**src/sv/wtad_pkg.sv**
```systemverilog
// shared constants, shape table and register codes for the envelope block
// no dependencies
`default_nettype none

package wtad_pkg;

    localparam int TABLE_ENTRIES_DEF   = 16;
    localparam int PHASE_FRAC_BITS_DEF = 24;
    localparam int ROM_ENTRIES         = 16;

    localparam int INC_W      = 28;
    localparam int MORPH_W    = 9;
    localparam int MORPH_FRAC = 8;
    localparam int LEVEL_W    = 16;
    localparam int DIFF_W     = 18;

    localparam int S_TDATA_W = 8;
    localparam int M_TDATA_W = 24;
    localparam int M_PAD_W   = M_TDATA_W - LEVEL_W - 1;
    localparam int CFG_IDX_W = 2;

    localparam logic [CFG_IDX_W-1:0] CFG_ATTACK = 2'd0;
    localparam logic [CFG_IDX_W-1:0] CFG_DECAY  = 2'd1;
    localparam logic [CFG_IDX_W-1:0] CFG_MORPH  = 2'd2;

    localparam logic [INC_W-1:0]   ATTACK_RESET = 28'd5592;
    localparam logic [INC_W-1:0]   DECAY_RESET  = 28'd5592;
    localparam logic [LEVEL_W-1:0] LEVEL_MASK   = 16'hFFF0;

    // row 0 sine slope, row 1 ramp, 12-bit entries
    function automatic logic [11:0] shape_rom(input logic row, input logic [3:0] r);
        logic [11:0] v;
        if (!row)
        begin
            case (r)
                4'd0:    v = 12'd0;
                4'd1:    v = 12'd39;
                4'd2:    v = 12'd156;
                4'd3:    v = 12'd345;
                4'd4:    v = 12'd600;
                4'd5:    v = 12'd910;
                4'd6:    v = 12'd1264;
                4'd7:    v = 12'd1648;
                4'd8:    v = 12'd2048;
                4'd9:    v = 12'd2447;
                4'd10:   v = 12'd2831;
                4'd11:   v = 12'd3185;
                4'd12:   v = 12'd3495;
                4'd13:   v = 12'd3750;
                4'd14:   v = 12'd3939;
                default: v = 12'd4056;
            endcase
        end
        else
        begin
            v = {r, 8'd0};
        end
        return v;
    endfunction

endpackage

`default_nettype wire

```
**src/sv/wtad_serial_mul.sv**
```systemverilog
// bit-serial signed-by-unsigned multiplier, one weight bit per cycle
// returns floor(diff * weight / 2^WEIGHT_W); uses wtad_pkg
`default_nettype none

module wtad_serial_mul #(
    parameter int WEIGHT_W = 8
) (
    input  wire logic                              clk,
    input  wire logic                              rst_n,
    input  wire logic                              start,
    input  wire logic signed [wtad_pkg::DIFF_W-1:0] diff,
    input  wire logic [WEIGHT_W-1:0]               weight,
    output logic                                   done,
    output logic signed [wtad_pkg::DIFF_W-1:0]     prod
);
    import wtad_pkg::*;

    localparam int CNT_W = $clog2(WEIGHT_W);

    logic                     busy_reg, busy_next;
    logic                     done_reg, done_next;
    logic [CNT_W-1:0]         cnt_reg, cnt_next;
    logic [WEIGHT_W-1:0]      w_reg, w_next;
    logic signed [DIFF_W-1:0] diff_reg, diff_next;
    logic signed [DIFF_W-1:0] acc_reg, acc_next;
    logic signed [DIFF_W-1:0] sum;
    logic                     last;

    assign last = (cnt_reg == CNT_W'(WEIGHT_W - 1));
    assign sum  = acc_reg + (w_reg[0] ? diff_reg : DIFF_W'(0));

    always_comb
    begin
        busy_next = busy_reg;
        done_next = 1'b0;
        cnt_next  = cnt_reg;
        w_next    = w_reg;
        diff_next = diff_reg;
        acc_next  = acc_reg;
        if (start)
        begin
            busy_next = 1'b1;
            cnt_next  = '0;
            w_next    = weight;
            diff_next = diff;
            acc_next  = '0;
        end
        else if (busy_reg)
        begin
            // arithmetic shift keeps the floor of the partial product
            acc_next = sum >>> 1;
            w_next   = w_reg >> 1;
            cnt_next = cnt_reg + CNT_W'(1);
            if (last)
            begin
                busy_next = 1'b0;
                done_next = 1'b1;
            end
        end
    end

    always_ff @(posedge clk or negedge rst_n)
    begin
        if (!rst_n)
        begin
            busy_reg <= 1'b0;
            done_reg <= 1'b0;
            cnt_reg  <= '0;
        end
        else
        begin
            busy_reg <= busy_next;
            done_reg <= done_next;
            cnt_reg  <= cnt_next;
        end
    end

    always_ff @(posedge clk)
    begin
        w_reg    <= w_next;
        diff_reg <= diff_next;
        acc_reg  <= acc_next;
    end

    assign done = done_reg;
    assign prod = acc_reg;

endmodule

`default_nettype wire

```
**src/sv/wavetable_attack_decay_envelope_top.sv**
```systemverilog
// attack/decay envelope with interpolated, morphed wavetable shapes
// uses wtad_pkg and wtad_serial_mul
//
// channel  dir  handshake           payload
// s_*      in   s_tvalid/s_tready   s_tdata[0] trigger
// m_*      out  m_tvalid/m_tready   m_tdata[15:0] level, [16] running
// cfg_*    in   cfg_valid/cfg_ready cfg_index, cfg_data
//
// an idle tick, or a tick with the envelope stopped, leaves the block idle
// a running tick goes through load, the bit-serial interpolation pass and
// the 8-bit serial morph pass before the next tick is taken
// rst_n clears phase, running flag, held level and registers to defaults
// s_tready drops while a level is computed or while m holds an untaken result
// cfg_ready is always high
`default_nettype none

module wavetable_attack_decay_envelope_top #(
    parameter int TABLE_ENTRIES   = wtad_pkg::TABLE_ENTRIES_DEF,
    parameter int PHASE_FRAC_BITS = wtad_pkg::PHASE_FRAC_BITS_DEF
) (
    input  wire logic                             clk,
    input  wire logic                             rst_n,
    input  wire logic                             s_tvalid,
    output logic                                  s_tready,
    input  wire logic [wtad_pkg::S_TDATA_W-1:0]   s_tdata,   // trigger, zero pad
    output logic                                  m_tvalid,
    input  wire logic                             m_tready,
    output logic [wtad_pkg::M_TDATA_W-1:0]        m_tdata,   // level, running, zero pad
    input  wire logic                             cfg_valid,
    output logic                                  cfg_ready,
    input  wire logic [wtad_pkg::CFG_IDX_W-1:0]   cfg_index,
    input  wire logic [wtad_pkg::INC_W-1:0]       cfg_data
);
    import wtad_pkg::*;

    localparam int F   = PHASE_FRAC_BITS;
    localparam int IW1 = $clog2(2 * TABLE_ENTRIES);
    localparam int IW  = $clog2(TABLE_ENTRIES);
    localparam int PW  = IW1 + F;
    localparam int SW  = ((PW > INC_W) ? PW : INC_W) + 1;

    localparam logic [PW-1:0] KNEE   = PW'(TABLE_ENTRIES - 1) << F;
    localparam logic [PW-1:0] MIRROR = PW'(2 * (TABLE_ENTRIES - 1)) << F;
    localparam logic [PW-1:0] ENDP   = PW'(2 * TABLE_ENTRIES - 1) << F;
    localparam logic [PW:0]   PMAX_W = ((PW + 1)'(2 * TABLE_ENTRIES) << F) - 1'b1;
    localparam logic [PW-1:0] PMAX   = PMAX_W[PW-1:0];
    localparam logic [IW-1:0] LAST_IDX = IW'(TABLE_ENTRIES - 1);

    localparam logic [1:0] ST_IDLE   = 2'd0;
    localparam logic [1:0] ST_LOAD   = 2'd1;
    localparam logic [1:0] ST_INTERP = 2'd2;
    localparam logic [1:0] ST_MORPH  = 2'd3;

    // shape tables scaled by 16
    logic [LEVEL_W-1:0] sine_tab [TABLE_ENTRIES];
    logic [LEVEL_W-1:0] ramp_tab [TABLE_ENTRIES];

    for (genvar i = 0; i < TABLE_ENTRIES; i++)
    begin : g_tab
        localparam int R = (i * ROM_ENTRIES) / TABLE_ENTRIES;
        assign sine_tab[i] = {shape_rom(1'b0, 4'(R)), 4'd0};
        assign ramp_tab[i] = {shape_rom(1'b1, 4'(R)), 4'd0};
    end

    logic [1:0]         state_reg, state_next;
    logic [INC_W-1:0]   attack_reg, decay_reg;
    logic [MORPH_W-1:0] morph_reg;
    logic [PW-1:0]      phase_reg, phase_next;
    logic               active_reg, active_next;
    logic [LEVEL_W-1:0] held_reg, held_next;
    logic               m_valid_reg, m_valid_next;
    logic [LEVEL_W-1:0] out_level_reg, out_level_next;
    logic               out_run_reg, out_run_next;
    logic [PW-1:0]      pos_reg, pos_next;
    logic [LEVEL_W-1:0] a_s_reg, a_s_next;
    logic [LEVEL_W-1:0] a_r_reg, a_r_next;
    logic [LEVEL_W-1:0] s_val_reg, s_val_next;
    logic [LEVEL_W-1:0] r_val_reg, r_val_next;

    logic               in_acc;
    logic               trigger;
    logic               run_eff;
    logic [PW-1:0]      ph_cur;
    logic               attack;
    logic [INC_W-1:0]   inc;
    logic [SW-1:0]      ph_sum;
    logic [PW-1:0]      ph_sat;
    logic               finished;
    logic [PW-1:0]      pos_calc;

    logic [IW1-1:0]     idx_full;
    logic [IW-1:0]      idx, nb;
    logic [LEVEL_W-1:0] b_s, b_r;

    logic                     start_i, start_m;
    logic signed [DIFF_W-1:0] diff_s, diff_r, diff_m;
    logic signed [DIFF_W-1:0] prod_s, prod_r, prod_m;
    logic                     done_s, done_r, done_m;
    logic signed [DIFF_W-1:0] s_sum, r_sum, v_sum;
    logic [MORPH_FRAC-1:0]    m_weight;

    assign cfg_ready = 1'b1;
    assign trigger   = s_tdata[0];
    assign s_tready  = (state_reg == ST_IDLE) && (!m_valid_reg || m_tready);
    assign in_acc    = s_tvalid && s_tready;

    // phase step
    assign run_eff  = active_reg || trigger;
    assign ph_cur   = active_reg ? phase_reg : '0;
    assign attack   = (ph_cur <= KNEE);
    assign inc      = attack ? attack_reg : decay_reg;
    assign ph_sum   = SW'(ph_cur) + SW'(inc);
    assign ph_sat   = (ph_sum > SW'(PMAX)) ? PMAX : ph_sum[PW-1:0];
    assign finished = (ph_sat >= ENDP);
    assign pos_calc = attack ? ph_sat : ((ph_sat <= MIRROR) ? (MIRROR - ph_sat) : '0);

    // table index and neighbor, both clamped to the last entry
    assign idx_full = pos_reg[PW-1:F];
    assign idx      = (idx_full > IW1'(TABLE_ENTRIES - 1)) ? LAST_IDX : idx_full[IW-1:0];
    assign nb       = (idx == LAST_IDX) ? idx : idx + IW'(1);
    assign b_s      = sine_tab[nb];
    assign b_r      = ramp_tab[nb];
    assign a_s_next = (state_reg == ST_LOAD) ? sine_tab[idx] : a_s_reg;
    assign a_r_next = (state_reg == ST_LOAD) ? ramp_tab[idx] : a_r_reg;

    assign diff_s  = $signed({2'b00, b_s}) - $signed({2'b00, sine_tab[idx]});
    assign diff_r  = $signed({2'b00, b_r}) - $signed({2'b00, ramp_tab[idx]});
    assign start_i = (state_reg == ST_LOAD);

    assign s_sum   = $signed({2'b00, a_s_reg}) + prod_s;
    assign r_sum   = $signed({2'b00, a_r_reg}) + prod_r;
    assign diff_m  = r_sum - s_sum;
    assign start_m = (state_reg == ST_INTERP) && done_s;

    assign m_weight = morph_reg[MORPH_W-1] ? '0 : morph_reg[MORPH_FRAC-1:0];
    assign v_sum    = $signed({2'b00, s_val_reg}) + prod_m;

    wtad_serial_mul #(.WEIGHT_W(F)) u_mul_sine (
        .clk    (clk),
        .rst_n  (rst_n),
        .start  (start_i),
        .diff   (diff_s),
        .weight (pos_reg[F-1:0]),
        .done   (done_s),
        .prod   (prod_s)
    );

    wtad_serial_mul #(.WEIGHT_W(F)) u_mul_ramp (
        .clk    (clk),
        .rst_n  (rst_n),
        .start  (start_i),
        .diff   (diff_r),
        .weight (pos_reg[F-1:0]),
        .done   (done_r),
        .prod   (prod_r)
    );

    wtad_serial_mul #(.WEIGHT_W(MORPH_FRAC)) u_mul_morph (
        .clk    (clk),
        .rst_n  (rst_n),
        .start  (start_m),
        .diff   (diff_m),
        .weight (m_weight),
        .done   (done_m),
        .prod   (prod_m)
    );

    always_comb
    begin
        state_next     = state_reg;
        phase_next     = phase_reg;
        active_next    = active_reg;
        held_next      = held_reg;
        m_valid_next   = m_valid_reg;
        out_level_next = out_level_reg;
        out_run_next   = out_run_reg;
        pos_next       = pos_reg;
        s_val_next     = s_val_reg;
        r_val_next     = r_val_reg;

        if (m_valid_reg && m_tready)
        begin
            m_valid_next = 1'b0;
        end

        unique case (state_reg)
            ST_IDLE:
            begin
                if (in_acc)
                begin
                    m_valid_next   = 1'b1;
                    out_level_next = held_reg;
                    if (run_eff)
                    begin
                        phase_next   = finished ? '0 : ph_sat;
                        active_next  = !finished;
                        out_run_next = !finished;
                        pos_next     = pos_calc;
                        state_next   = ST_LOAD;
                    end
                    else
                    begin
                        out_run_next = 1'b0;
                    end
                end
            end
            ST_LOAD:
            begin
                state_next = ST_INTERP;
            end
            ST_INTERP:
            begin
                if (done_s && done_r)
                begin
                    s_val_next = s_sum[LEVEL_W-1:0];
                    r_val_next = r_sum[LEVEL_W-1:0];
                    state_next = ST_MORPH;
                end
            end
            ST_MORPH:
            begin
                if (done_m)
                begin
                    // full morph takes the ramp value as it is
                    held_next  = (morph_reg[MORPH_W-1] ? r_val_reg : v_sum[LEVEL_W-1:0])
                                 & LEVEL_MASK;
                    state_next = ST_IDLE;
                end
            end
            default:
            begin
                state_next = ST_IDLE;
            end
        endcase
    end

    always_ff @(posedge clk or negedge rst_n)
    begin
        if (!rst_n)
        begin
            state_reg   <= ST_IDLE;
            phase_reg   <= '0;
            active_reg  <= 1'b0;
            held_reg    <= '0;
            m_valid_reg <= 1'b0;
            attack_reg  <= ATTACK_RESET;
            decay_reg   <= DECAY_RESET;
            morph_reg   <= '0;
        end
        else
        begin
            state_reg   <= state_next;
            phase_reg   <= phase_next;
            active_reg  <= active_next;
            held_reg    <= held_next;
            m_valid_reg <= m_valid_next;
            if (cfg_valid && cfg_ready)
            begin
                unique case (cfg_index)
                    CFG_ATTACK: attack_reg <= cfg_data;
                    CFG_DECAY:  decay_reg  <= cfg_data;
                    CFG_MORPH:  morph_reg  <= cfg_data[MORPH_W-1:0];
                    default:    ;
                endcase
            end
        end
    end

    always_ff @(posedge clk)
    begin
        out_level_reg <= out_level_next;
        out_run_reg   <= out_run_next;
        pos_reg       <= pos_next;
        a_s_reg       <= a_s_next;
        a_r_reg       <= a_r_next;
        s_val_reg     <= s_val_next;
        r_val_reg     <= r_val_next;
    end

    assign m_tvalid = m_valid_reg;
    assign m_tdata  = {M_PAD_W'(0), out_run_reg, out_level_reg};

endmodule

`default_nettype wire

```
**config.mk**
```make
export PLATFORM = sky130hd
export DESIGN_NAME = wavetable_attack_decay_envelope_top
export DESIGN_NICKNAME = d
export VERILOG_FILES = /design/src/sv/wtad_pkg.sv /design/src/sv/wtad_serial_mul.sv /design/src/sv/wavetable_attack_decay_envelope_top.sv
export SDC_FILE = /design/constraint.sdc
export NUM_CORES = 1
export LEC_CHECK = 0
export BUFFER_PORTS_ARGS = -buffer_cell sky130_fd_sc_hd__buf_2
export CAP_MARGIN = 15
export CORE_MARGIN = 3
export CORE_UTILIZATION = 40
export CTS_BUF_LIST = sky130_fd_sc_hd__clkbuf_8
export DETAILED_ROUTE_END_ITERATION = 16
export PLACE_DENSITY = 0.64
export SYNTH_ARGS = -nofsm -noshare
export SYNTH_HDL_FRONTEND = slang
export SYNTH_HIERARCHICAL = 1
export SYNTH_SLANG_ARGS = --single-unit
export TNS_END_PERCENT = 1
```
**constraint.sdc**
```tcl
create_clock -name clk -period 5.9 [get_ports clk]
set_input_delay 0.295 -clock clk [delete_from_list [all_inputs] [get_ports clk]]
set_output_delay 0.295 -clock clk [all_outputs]
set_load 0.005 [all_outputs]
```
==> impl_metrics.yaml <==
critical_path:
  critPathBufInv: 3
  critPathKind: "reg2reg"
  cp.required_ps: 6280
  max_stage_delay_ps: 500
  cpMostUsedCell: "nand2_1"
  cp-end-kind: "flop"
  cpMaxStageDelayCell: "a311o_2"
  start_kind: "flop"
  cp_max_fo: 26
  cp.arrival_ps: 6160
  crit_family: "simple AND/OR/NAND/NOR gates"
timing:
  period_needed_ps: 5780
  timing.fmax_mhz: 173
  slew_violations: 0
  rsz0062_at_grt: "true"
  period_share: 0.980
  hold_viol_final: 0
  slew_headroom: 0.294
  setup_slack_ps: 120
  finClkSkew_ps: 45.5
  setup_violations: 0
  fin_tns_setup_ps: 0
  worstMarginPinSlew_ps: 1060
floorplanning:
  die_x_um: 247
  initial_core_util: 0.408
  die_area_mm2: 0.0610
  io_pins: 70
  rows: 87
  die_h_um: 247
  core_area_mm2: 0.0569
logic_synthesis:
  synthCells: 2335
  synth_area_per_cell_um2: 9.94
  ys_warn_count: 6
  netlist_area_mm2: 0.0232
cts:
  root_buffer: "clkbuf_8"
  cts_buffers: 69
  clk_pin_slew_ps: 60
  cts_tree: "yes"
  clk_latency_ps: 660
  clkSinkCount: 375
  cts.path.max_buffers: 3
  htree_levels: 3
route:
  ant_nets: 0
  dr.pass1.iters: 5
  wl_per_cell_um: 17.3
  avgViaCountPerCell: 5.36
  drt_iter0_drc: 1211
  vias: 18300
  wl_mm: 59.0
  drc_errors: 0
hold_path:
  hold_class: "in2async"
status:
  status: "completed"
finish:
  drive_gt1_frac: 0.217
  stdcell_count: 3411
  final_util: 0.484
  nets: 2812
  syn_to_final_growth_pct: 18.6
global_route:
  antenna_found_initial: 1
  grt_pass1_vias: 18400
  grt_max_degree: 75
  grt-ovfl-total: 0
  grt_first_pass_wirelength_mm: 95.0
  grt_use_total: 0.193
placement:
  dpl.hpwl_mm: 43.9
  gp_congestion: 0.904
  portBuffers: 50
  place_ws_ps: -293
  dp.cells: 3244
job:
  drv_cap: 0
-- final cells by class --
class | instances | area [um^2]
Timing Repair Buffer | 279 | 2120
Fill cell | 5236 | 29400
Antenna cell | 1 | 2.50
Tap cell | 756 | 946
Clock inverter | 46 | 262
Inverter | 91 | 342
Sequential cell | 375 | 10100
Clock buffer | 80 | 1100
Multi-Input combinational cell | 1783 | 12600
-- stage by stage --
stage	hold slack, ps	instance area (um^2)
6_report	176	27500
5_1_grt	204	27500
4_1_cts	150	27300
3_5_place_dp	303	25600
3_3_place_gp	295	25600
2_1_floorplan	-0.591	23400
-- layout by cell type (no fill, tap or decap), types with 79 or more instances in the layout --
cell and instances:
and2_1 79, clkbuf_8 80, inv_1 118, dfrtp_1 115
o21ai_0 101, nor2_1 205, nand2_1 251, buf_4 190
a21oi_1 125, mux2_2 120, ha_1 152, edfxtp_1 195
-- metal layers --
layer	GRT usage	part of all wire	vias to the layer above
met3	0.0312	0.043	128
met4	0.0718	0.033	0
met5	0	0	-
met2	0.343	0.50	447
li1	-	-	8920
met1	0.235	0.42	8786
-- worst paths after layout --
path	start	endpoint	slack, ps	cells after the start
setup / recovery	active_reg	pos_reg[5]	120	27
max in group asynchronous	rst_n	held_reg[8]	4300	3
min in group clk	cfg_index[1]	attack_reg[2]	320	4
hold reg to reg	held_reg[7]	out_level_reg[7]	450	0
setup reg to reg	active_reg	pos_reg[5]	120	27
hold / removal	rst_n	u_mul_morph/cnt_reg[0]	180	2
-- what timing repair did --
item	in CTS	in global routing
hold buffers	32	0
endpoints found under the hold margin	123	0
endpoints found under the setup margin	29	29
resized for setup	6	31
pin swaps	7	22
setup buffers	2	3
gates cloned	2	1
Power is not shown: default switching activity piles up to over one toggle a cycle in this logic, so the estimate is an artifact.
